## src/sv/assert_macros.svh

```systemverilog
// Assertion macros shared by the RTL of the fBm gradient noise block.
// Depends on nothing; every user names its clock clock and its reset reset.
`ifndef ASSERT_MACROS_SVH
`define ASSERT_MACROS_SVH

// The consequent must hold in the same cycle as the antecedent.
`define GNF_ASSERT_SAME(lbl, ante, cons, msg) \
   lbl: assert property (@(posedge clock) disable iff (reset) (ante) |-> (cons)) \
      else $error(msg);

// The consequent must hold in the cycle after the antecedent.
`define GNF_ASSERT_NEXT(lbl, ante, cons, msg) \
   lbl: assert property (@(posedge clock) disable iff (reset) (ante) |=> (cons)) \
      else $error(msg);

`endif

```

## src/sv/gnf_pkg.sv

```systemverilog
// Package of the fBm gradient noise block: constants, register indexes and
// the control structs between the top level and the divider. No dependencies.
package gnf_pkg;

   localparam int MAX_OCTAVES_DEF     = 8;
   localparam int COORD_FRAC_BITS_DEF = 16;

   localparam logic [31:0] GOLDEN = 32'h9e3779b9;
   localparam logic [31:0] MIX_C1 = 32'h85ebca6b;
   localparam logic [31:0] MIX_C2 = 32'hc2b2ae35;

   localparam int INV_SQRT2_Q16 = 46341;
   localparam int SQRT2_Q16     = 92682;
   localparam int ONE_Q16       = 65536;
   localparam int FADE_C15      = 15 * 65536;
   localparam int FADE_C10      = 10 * 65536;

   // Shared multiplier operand and product widths.
   localparam int MUL_W  = 34;
   localparam int PROD_W = 2 * MUL_W;

   localparam int CSR_IDX_W  = 3;
   localparam int CSR_DATA_W = 32;
   localparam logic [CSR_IDX_W-1:0] CSR_SEED       = 3'd0;
   localparam logic [CSR_IDX_W-1:0] CSR_OCTAVES    = 3'd1;
   localparam logic [CSR_IDX_W-1:0] CSR_LACUNARITY = 3'd2;
   localparam logic [CSR_IDX_W-1:0] CSR_GAIN       = 3'd3;

   typedef struct packed {
      logic start;
   } gnf_div_ctl_type;

   typedef struct packed {
      logic busy;
      logic done;
   } gnf_div_sts_type;

endpackage

```

## src/sv/gnf_div.sv

```systemverilog
// Restoring unsigned divider, one quotient bit per cycle.
// Depends on gnf_pkg for its control and status structs.
module gnf_div
   import gnf_pkg::*;
#(
   parameter int NUM_W = 58,
   parameter int DEN_W = 37
) (
   input  logic                  clock,
   input  logic                  reset,
   input  gnf_div_ctl_type       ctl,
   input  logic [NUM_W-1:0]      num,
   input  logic [DEN_W-1:0]      den,
   output gnf_div_sts_type       sts,
   output logic [NUM_W-1:0]      quot
);

   localparam int CNT_W = $clog2(NUM_W + 1);

   logic             busy_ff, busy_in;
   logic             done_ff, done_in;
   logic [CNT_W-1:0] cnt_ff, cnt_in;
   logic [DEN_W-1:0] rem_ff, rem_in;
   logic [DEN_W-1:0] den_ff, den_in;
   logic [NUM_W-1:0] q_ff, q_in;
   logic [DEN_W:0]   trial;
   logic             fits;

   // The dividend shifts out of the top of q_ff while quotient bits enter below.
   assign trial = {rem_ff, q_ff[NUM_W-1]};
   assign fits  = trial >= {1'b0, den_ff};

   always_comb begin
      busy_in = busy_ff;
      done_in = 1'b0;
      cnt_in  = cnt_ff;
      rem_in  = rem_ff;
      den_in  = den_ff;
      q_in    = q_ff;
      if (ctl.start) begin
         busy_in = 1'b1;
         cnt_in  = CNT_W'(NUM_W);
         rem_in  = '0;
         den_in  = den;
         q_in    = num;
      end else if (busy_ff) begin
         rem_in = fits ? DEN_W'(trial - {1'b0, den_ff}) : trial[DEN_W-1:0];
         q_in   = {q_ff[NUM_W-2:0], fits};
         cnt_in = cnt_ff - 1'b1;
         if (cnt_ff == CNT_W'(1)) begin
            busy_in = 1'b0;
            done_in = 1'b1;
         end
      end
   end

   always_ff @(posedge clock) begin
      if (reset) begin
         busy_ff <= 1'b0;
         done_ff <= 1'b0;
         cnt_ff  <= '0;
      end else begin
         busy_ff <= busy_in;
         done_ff <= done_in;
         cnt_ff  <= cnt_in;
      end
      rem_ff <= rem_in;
      den_ff <= den_in;
      q_ff   <= q_in;
   end

   assign sts.busy = busy_ff;
   assign sts.done = done_ff;
   assign quot     = q_ff;

endmodule

```

## config.mk

```make
export PLATFORM = sky130hd
export DESIGN_NAME = gnf_div
export DESIGN_NICKNAME = d
export VERILOG_FILES = /design/src/sv/assert_macros.svh /design/src/sv/gnf_pkg.sv /design/src/sv/gnf_div.sv
export SDC_FILE = /design/constraint.sdc
export NUM_CORES = 1
export LEC_CHECK = 0
export BUFFER_PORTS_ARGS = -buffer_cell sky130_fd_sc_hd__buf_4
export CELL_PAD_IN_SITES_DETAIL_PLACEMENT = 0
export CELL_PAD_IN_SITES_GLOBAL_PLACEMENT = 1
export CORE_MARGIN = 3
export CORE_UTILIZATION = 36
export CTS_CLUSTER_SIZE = 12
export DETAILED_ROUTE_END_ITERATION = 10
export GPL_TIMING_DRIVEN = 0
export HOLD_SLACK_MARGIN = 0.02
export PLACE_DENSITY = 0.69
export SYNTH_ARGS = -nofsm -noshare
export SYNTH_HDL_FRONTEND = slang
export SYNTH_SLANG_ARGS = --single-unit
```

## constraint.sdc

```tcl
create_clock -name clock -period 2.8 [get_ports clock]
set_input_delay 0.28 -clock clock [delete_from_list [all_inputs] [get_ports clock]]
set_output_delay 0.28 -clock clock [all_outputs]
set_load 0.005 [all_outputs]
```

### Yosys cells after proc, flatten, opt, wreduce, memory -nomap -nowiden

Index checks and enable logic that the tools add are counted.

* add/subtract/negate cells: 2
* order comparisons: 1
* equality and inequality tests: 1
* multiplexer cells: 9
* bitwise logic cells: 1
* reduce and logical (&&, ||, !) cells: 3

Operators with widths (number)
* $mux 58: 2
* $ge 38x37->1: 1
* $mux 37: 1
* $sub 37x37->37: 1
* $mux 6: 2
* $eq 6x1->1 const B: 1
* $sub 6x1->6 const B: 1
* $mux 1: 4
* $reduce_or 3->1: 1
* $reduce_bool 2->1: 1
* $reduce_or 2->1: 1
* $not 1->1: 1

* register bits after elaboration: 140
* output and inout bits: 60
* logic and storage cells: 24

### Longest topological paths before layout

Gate-level depths: netlist (run 1).

* depth after elaboration: 4
* mapped depth: 15

### Worst setup path before layout (run 1)

Ideal clock, no wire load.

* path kind: flip-flop to flip-flop
* start: register q_ff[57], in the netlist quot[57]
* end: register rem_ff[34]
* setup time: 136 ps
* arrival: 2559 ps
* data required time: 2664 ps
* slack: 106 ps
* cell stages (with the launch flop): 14
* path buffers: 2
* cells stage by stage: edfxtp_1 inv_1 ha_1 inv_1 fa_1 a21oi_1 o21ai_1 a211oi_2 o211ai_2 a31oi_1 buf_6 buf_6 mux2i_1 a211oi_2

* longest elaborated chain between the ends: 2

RTL lines
* start: declaration: RTL line gnf_div.sv:25 `logic [NUM_W-1:0] q_ff, q_in;`
* start signal: assignment: RTL line gnf_div.sv:69 `q_ff <= q_in;`
* $sub 37x37->37 or $ge 38x37->1 (tied branches): RTL line gnf_div.sv:47, gnf_div.sv:31
* $mux 37 *: RTL line gnf_div.sv:47 `rem_in = fits ? DEN_W'(trial - {1'b0, den_ff}) : trial[DEN_W-1:0];`
* end signal: assignment: RTL line gnf_div.sv:67 `rem_ff <= rem_in;`
* end: declaration: RTL line gnf_div.sv:23 `logic [DEN_W-1:0] rem_ff, rem_in;`

Mark *: on every way between the ends. The rest lies on a longest branch, timed or not.
A chain may end at the register's enable or synchronous reset.

### Final worst setup path (run 1)

* start: register q_ff[57], in the netlist quot[57]
* end: register rem_ff[15]

Same word-level chain as after synthesis.

==> results of run 1 <==
## power breakdown
group	leakage, nW	switching [mW]	internal (mW)
clock network	0.276	1.04	1.18
logic	2.89	0.923	0.877
registers	1.32	0.121	2.43
## final cells by class
cell class / count / area [um^2]
Fill cell: 2041 / 10500
Clock buffer: 17 / 425.4
Buffer: 35 / 261.5
Inverter: 60 / 225.2
Multi-Input combinational cell: 504 / 3979
Clock inverter: 15 / 150.1
Sequential cell: 140 / 3754
Timing Repair Buffer: 195 / 1578
Tap cell: 275 / 344.1
## cell usage after synthesis, types with 15 or more instances
cell type and instances:
ha_1 39, xor2_1 16, clkbuf_1 28, mux2_2 57, a21o_1 15, xnor2_1 21
dfxtp_1 45, nand4_1 16, a21oi_1 52, nor2_1 70, edfxtp_1 95, o21ai_0 28
a211oi_1 23, inv_1 60, nand2_1 32
## how the worst max path moves through the flow
| stage | to | slack, ns | depth (start not counted) |
|---|---|---|---|
| after floorplan | rem_ff[34] | 0.11 | 13 |
| after global placement | rem_ff[26] | -0.56 | 15 |
| after detailed placement | rem_ff[20] | -0.57 | 15 |
| after CTS | rem_ff[21] | -0.11 | 14 |
| after global routing | rem_ff[21] | -0.25 | 14 |
| final | rem_ff[15] | -0.13 | 14 |
## sequential cells by signal (all words and copies together) (netlist names)
name / flops
quot: 58
den_ff: 37
busy_ff: 1
rem_ff: 37
done_ff: 1
cnt_ff: 6
## metal layers
metal	wire (um)	global-route usage, %	vias up	part of all wire (%)
met5	0	0	-	0
met4	322	5.551	0	1.4
met1	10180	25.31	3104	44
met2	10780	31.42	203	46
met3	1902	7.064	20	8.2
li1	-	-	3139	-
## metrics by stage
stage                     hold WS [ns]  TNS (ns)  worst slack (ns)
after floorplan                 0.3789         0            0.1055
after global placement          0.4587    -27.99           -0.5571
after detailed placement        0.4593    -18.45           -0.5683
after CTS                      0.02149    -2.686           -0.1132
after global routing           0.02077    -7.705           -0.2504
final                          0.02897    -2.320           -0.1289
## what timing repair did
| item | in CTS | in global routing |
|---|---|---|
| hold buffers | 16 | 1 |
| endpoints found under the setup margin | 38 | 38 |
| buffers inserted | 12 | 8 |
| pin swaps | 14 | 24 |
| gates cloned | 1 | 1 |
| hold endpoints to repair | 16 | 1 |
| resized for setup | 65 | 36 |
## cell families (layout without fill, tap and decap cells)
| group | after synthesis | in the layout |
|---|---|---|
| muxes | 69 | 69 |
| adders and majority gates | 40 | 40 |
| buffers and inverters | 103 | 322 |
| DFF | 140 | 140 |
| and+or+nand+nor | 169 | 169 |
| xor gates and xnor gates | 37 | 37 |
| AOI/OAI and AO/OA | 189 | 189 |
## worst reg2reg max path, cell delays in order (launching register included)
cell and delay (ns):
edfxtp_1 0.42, inv_1 0.08, ha_2 0.20, inv_2 0.04, fa_2 0.36, a21oi_4 0.18, o21ai_4 0.09, a211oi_4 0.33
o211ai_4 0.13, a31oi_4 0.20, buf_6 0.14, buf_12 0.13, buf_12 0.16, mux2i_4 0.24, a211oi_2 0.08
==> flow_metrics.env, run 1 <==
export IMPL_antenna_found_initial=0
export IMPL_grt_max_degree=60
export IMPL_synthAdderAreaFrac_pct=6.473
export IMPL_critPathArrivalTime_ns=3.20
export IMPL_grt_pass1_wl_um=36950
export IMPL_ys_ff_latch=140
export IMPL_diodes=0
export IMPL_synth_top_cell_by_area="edfxtp_1"
export IMPL_hp_class="primary input to register"
export IMPL_dp_cells=1178
export IMPL_place_congestion=0.8506
export IMPL_drtPass1Iterations=7
export IMPL_synth_xor_area_share_pct=4.129
export IMPL_synth_avg_cell_area_um2=10.51
export IMPL_syn_nets=885
export IMPL_worst_path_max_delay_cell="edfxtp_1"
export IMPL_fmax_mhz=341.4
export IMPL_seq_area_frac_synth_pct=47.83
export IMPL_rsz0062_at_grt="yes"
export IMPL_slew_headroom_pct=41.47
export IMPL_nets=1091
export IMPL_worstPathRequired_ns=3.07
export IMPL_yosysWarnings=0
export IMPL_die_area_um2=23610
export IMPL_post_dp_cell_area_um2=9365
export IMPL_track_usage_pct=19.67
export IMPL_grt_pass1_vias=6808
export IMPL_synth_top_flop_cell="edfxtp_1"
export IMPL_first_iter_violations=402
export IMPL_status="finished with violations"
export IMPL_fin_cells=1241
export IMPL_cts_buffer_depth=2
export IMPL_clock_root_buffer="clkbuf_16"
export IMPL_post_route_util_pct=50.50
export IMPL_synth_simple_area_share_pct=10.19
export IMPL_worstPathMaxFanout=10
export IMPL_setup_ws_ns=-0.1289
export IMPL_cpMostUsedCell="buf_12"
export IMPL_crit_family="compound AO/OA/AOI/OAI gates"
export IMPL_wire_per_inst_um=18.68
export IMPL_vias=6466
export IMPL_cts_buffers=17
export IMPL_ff2ff_setup_slack_ns=-0.13
export IMPL_drc=0
export IMPL_synth_compound_area_share_pct=16.15
export IMPL_cts_tree="built"
export IMPL_critPathMaxStageDelay_ns=0.42
export IMPL_period_share_pct=104.6
export IMPL_drv_cap=0
export IMPL_synth_top_family_by_area="compound AO/OA/AOI/OAI gates"
export IMPL_port_buffers=156
export IMPL_initial_core_util_pct=36.98
export IMPL_layout_commonest_cell="buf_4"
export IMPL_final_cell_mix="177 x buf_4, 95 x edfxtp_1, 63 x nor2_1, 59 x inv_1, 57 x mux2_2"
export IMPL_cp_start_kind="register"
export IMPL_die_height_um=153.6
export IMPL_power_density_nw_per_um2=612.8
export IMPL_grt_ovfl_total=0
export IMPL_tightest_slew_ns=0.8780
export IMPL_final_area_um2=10720
export IMPL_critPathLaunch="quot[57]"
export IMPL_synthMuxAreaShare_pct=9.710
export IMPL_htreeDepth=4
export IMPL_setup_viol_count_final=35
export IMPL_routed_wl_um=23180
export IMPL_slew_viol_final=0
export IMPL_clock_latency_ns=0.43
export IMPL_vdd_drop_max_v=0.0003331
export IMPL_core_area_um2=21220
export IMPL_clock_sinks=140
export IMPL_async_flop_share_pct=0
export IMPL_whs_path_depth=1
export IMPL_num_io_pins=158
export IMPL_finalHoldViolCount=0
export IMPL_synth_top_area_share_pct=36.35
export IMPL_via_per_inst=5.210
export IMPL_leakage_nw=4.485
export IMPL_ys_top_cells_by_area="edfxtp_1 36%, dfxtp_1 11%, mux2_2 8.2%"
export IMPL_setup_worst_path_end_class="register"
export IMPL_cp_cell_sequence="inv_1, ha_2, inv_2, fa_2, a21oi_4, o21ai_4, a211oi_4, o211ai_4, a31oi_4, buf_6, buf_12, buf_12, mux2i_4, a211oi_2"
export IMPL_drtAntennaViolNets=0
export IMPL_synth_cell_types=61
export IMPL_drive_gt1_share_pct=35.20
export IMPL_hp_start="den[3]"
export IMPL_failed_checks="setup timing"
export IMPL_hpwl_um=16320
export IMPL_reg2reg_from="quot[57]"
export IMPL_skew_ns=0.01763
export IMPL_rows=53
export IMPL_critPathBufInv=5
export IMPL_die_width_um=153.6
export IMPL_syn_inst=747
export IMPL_area_growth_pct=36.56
export IMPL_synth_area_um2=7848
export IMPL_fin_crit_ns=2.929
export IMPL_synth_edff_count=95
export IMPL_worstSetupPathType="register to register"
export IMPL_r2r_end="rem_ff[15]"
export IMPL_clk_pin_slew_ns=0.07
export IMPL_r2r_cells=14
export IMPL_holdPathEnd="den_ff[3]"
export IMPL_totalPowerFinal_mw=6.567
(Power assumes the default switching activity.)
==> run 2: changes to the inputs <==
--- a/config.mk
+++ b/config.mk
@@ -14,7 +14,7 @@
 export DETAILED_ROUTE_END_ITERATION = 10
 export GPL_TIMING_DRIVEN = 0
 export HOLD_SLACK_MARGIN = 0.02
-export PLACE_DENSITY = 0.69
+export PLACE_DENSITY = 0.66
 export SYNTH_ARGS = -nofsm -noshare
 export SYNTH_HDL_FRONTEND = slang
 export SYNTH_SLANG_ARGS = --single-unit
==> constraint.sdc (replaced) <==
create_clock -name clock -period 3.6 [get_ports clock]
set_input_delay 0.36 -clock clock [delete_from_list [all_inputs] [get_ports clock]]
set_output_delay 0.36 -clock clock [all_outputs]
set_load 0.005 [all_outputs]
==> run 2 against run 1 <==
  * The run now ends clean
  * Critical path depth up 1
  * Worst setup slack gained 0.46 ns
  * Critical path type unchanged
  * Combinational power decreased by 36%
  * Die area unchanged
  * Clock-buffer cell count unchanged
  * Largest power group unchanged
  * Via count is 4.3% lower
  * Sequential cell count did not move
  * Sequential power decreased by 23%
==> flow_metrics.env, run 2 (synthesized netlist as in run 1, its figures left out) <==
export IMPL_first_iter_violations=274
export IMPL_drive_gt1_share_pct=29.52
export IMPL_clock_latency_ns=0.44
export IMPL_diodes=0
export IMPL_switching_power_mw=1.495
export IMPL_grt_max_degree=60
export IMPL_clkPwrFrac_pct=35.2
export IMPL_antenna_found_initial=0
export IMPL_hpwl_um=16000
export IMPL_setup_worst_path_end_class="register"
export IMPL_worstSetupPathType="register to register"
export IMPL_slew_viol_final=0
export IMPL_die_width_um=153.6
export IMPL_die_area_um2=23610
export IMPL_nets=1060
export IMPL_rows=53
export IMPL_combPwrFrac_pct=23.8
export IMPL_core_area_um2=21220
export IMPL_finalSetupTns_ns=0
export IMPL_die_height_um=153.6
export IMPL_vdd_drop_max_v=0.0002313
export IMPL_place_congestion=0.8208
export IMPL_grt_pass1_wl_um=34780
export IMPL_clock_sinks=140
export IMPL_vias=6188
export IMPL_p_int_mw=3.316
export IMPL_grt_ovfl_total=0
export IMPL_routed_wl_um=22060
export IMPL_cts_resized=0
export IMPL_num_io_pins=158
export IMPL_via_per_inst=5.114
export IMPL_clk_pin_slew_ns=0.07
export IMPL_fillCellCount=2061
export IMPL_initial_core_util_pct=36.98
export IMPL_period_share_pct=90.81
export IMPL_drc=0
export IMPL_fmax_mhz=305.9
export IMPL_power_density_nw_per_um2=483.8
export IMPL_port_buffers=156
export IMPL_critPathArrivalTime_ns=3.63
export IMPL_pwr_share_seq_pct=41.0
export IMPL_finalHoldViolCount=0
export IMPL_cts_buffer_depth=2
export IMPL_drtPass1Iterations=4
export IMPL_p_sw_share_pct=31.07
export IMPL_area_growth_pct=26.72
export IMPL_leakage_nw=4.203
export IMPL_drv_cap=0
export IMPL_status="completed"
export IMPL_cts_hold_buf=0
export IMPL_cts_setup_buffers=0
export IMPL_hp_class="primary input to register"
export IMPL_fin_crit_ns=3.269
export IMPL_worstPathMaxFanout=10
export IMPL_setup_viol_count_final=0
export IMPL_rsz0062_at_grt="no"
export IMPL_tightest_slew_ns=0.8741
export IMPL_worstPathRequired_ns=3.96
export IMPL_largest_reg_flops=58
export IMPL_clock_root_buffer="clkbuf_16"
export IMPL_wire_per_inst_um=18.23
export IMPL_drtAntennaViolNets=0
export IMPL_layout_commonest_cell="buf_4"
export IMPL_holdWs_ns=0.09611
export IMPL_cp_start_kind="register"
export IMPL_track_usage_pct=18.65
export IMPL_htreeDepth=4
export IMPL_cts_buffers=17
export IMPL_final_cell_mix="158 x buf_4, 95 x edfxtp_1, 70 x nor2_1, 60 x inv_1, 57 x mux2_2"
export IMPL_grt_pass1_vias=6316
export IMPL_slew_headroom_pct=41.73
export IMPL_cts_tree="built"
export IMPL_skew_ns=0.01582
## run 2: final cells by class
cell class                 instances  area (um^2)  share of cell area [%]
buffer                            43        212.7                   2.139
clock buffer                      17        425.4                   4.278
clock inverter                    15        126.4                   1.271
inverter                          60        225.2                   2.265
multi-input combinational        504         3686                   37.07
sequential                       140         3754                   37.75
tap                              275        344.1                   3.460
timing repair buffer             156         1171                   11.78
## run 2: critical path: stages, from the launching register on
cell	delay (ns)
edfxtp_1	0.45
inv_1	0.09
ha_1	0.15
inv_1	0.05
fa_1	0.41
a21oi_1	0.23
o21ai_1	0.16
a211oi_4	0.42
o211ai_2	0.16
a31oi_2	0.21
buf_6	0.18
clkbuf_4	0.27
nand2_1	0.08
o211ai_1	0.10
o21ai_0	0.11
nor2_1	0.12
## run 2: layer usage
layer | share of wire, % | track usage (%) | routed length [um] | vias to the layer above
met1 | 44 | 23.74 | 9804 | 2939
met2 | 47 | 29.81 | 10320 | 148
met5 | 0 | 0 | 0 | -
met3 | 7.3 | 7.205 | 1620 | 16
li1 | - | - | - | 3085
met4 | 1.5 | 5.046 | 321 | 0
## run 2: stage by stage
step	cells	setup WS, ns	total power [mW]	utilization [%]	area, um^2
2_1_floorplan	747	0.9055	2.716	-	7848
3_5_place_dp	1178	0.2014	3.149	44.13	9365
6_report	1210	0.3310	4.811	46.86	9945
4_1_cts	1210	0.1320	4.854	46.73	9917
5_1_grt	1210	0.07446	5.064	46.86	9945
3_3_place_gp	1178	0.2215	3.151	44.12	9363
## run 2: path summary, 6_finish.rpt
path | start | end | slack [ns] | cells past startpoint
worst max-delay path | quot[57] | rem_ff[26] | 0.33 | 15
worst min-delay path | den[29] | den_ff[29] | 0.1 | 1
worst max register to register | quot[57] | rem_ff[26] | 0.33 | 15
worst min register to register | rem_ff[1] | rem_ff[1] | 0.51 | 2
## run 2: power groups by stage
stage               combinational (mW)  clock, mW  sequential [mW]
detailed placement                1.14          0             2.00
global route                      1.27       1.80             1.99
floorplan                        0.723          0             1.99
finish                            1.15       1.69             1.97
global placement                  1.14          0             2.01
CTS                               1.15       1.73             1.97
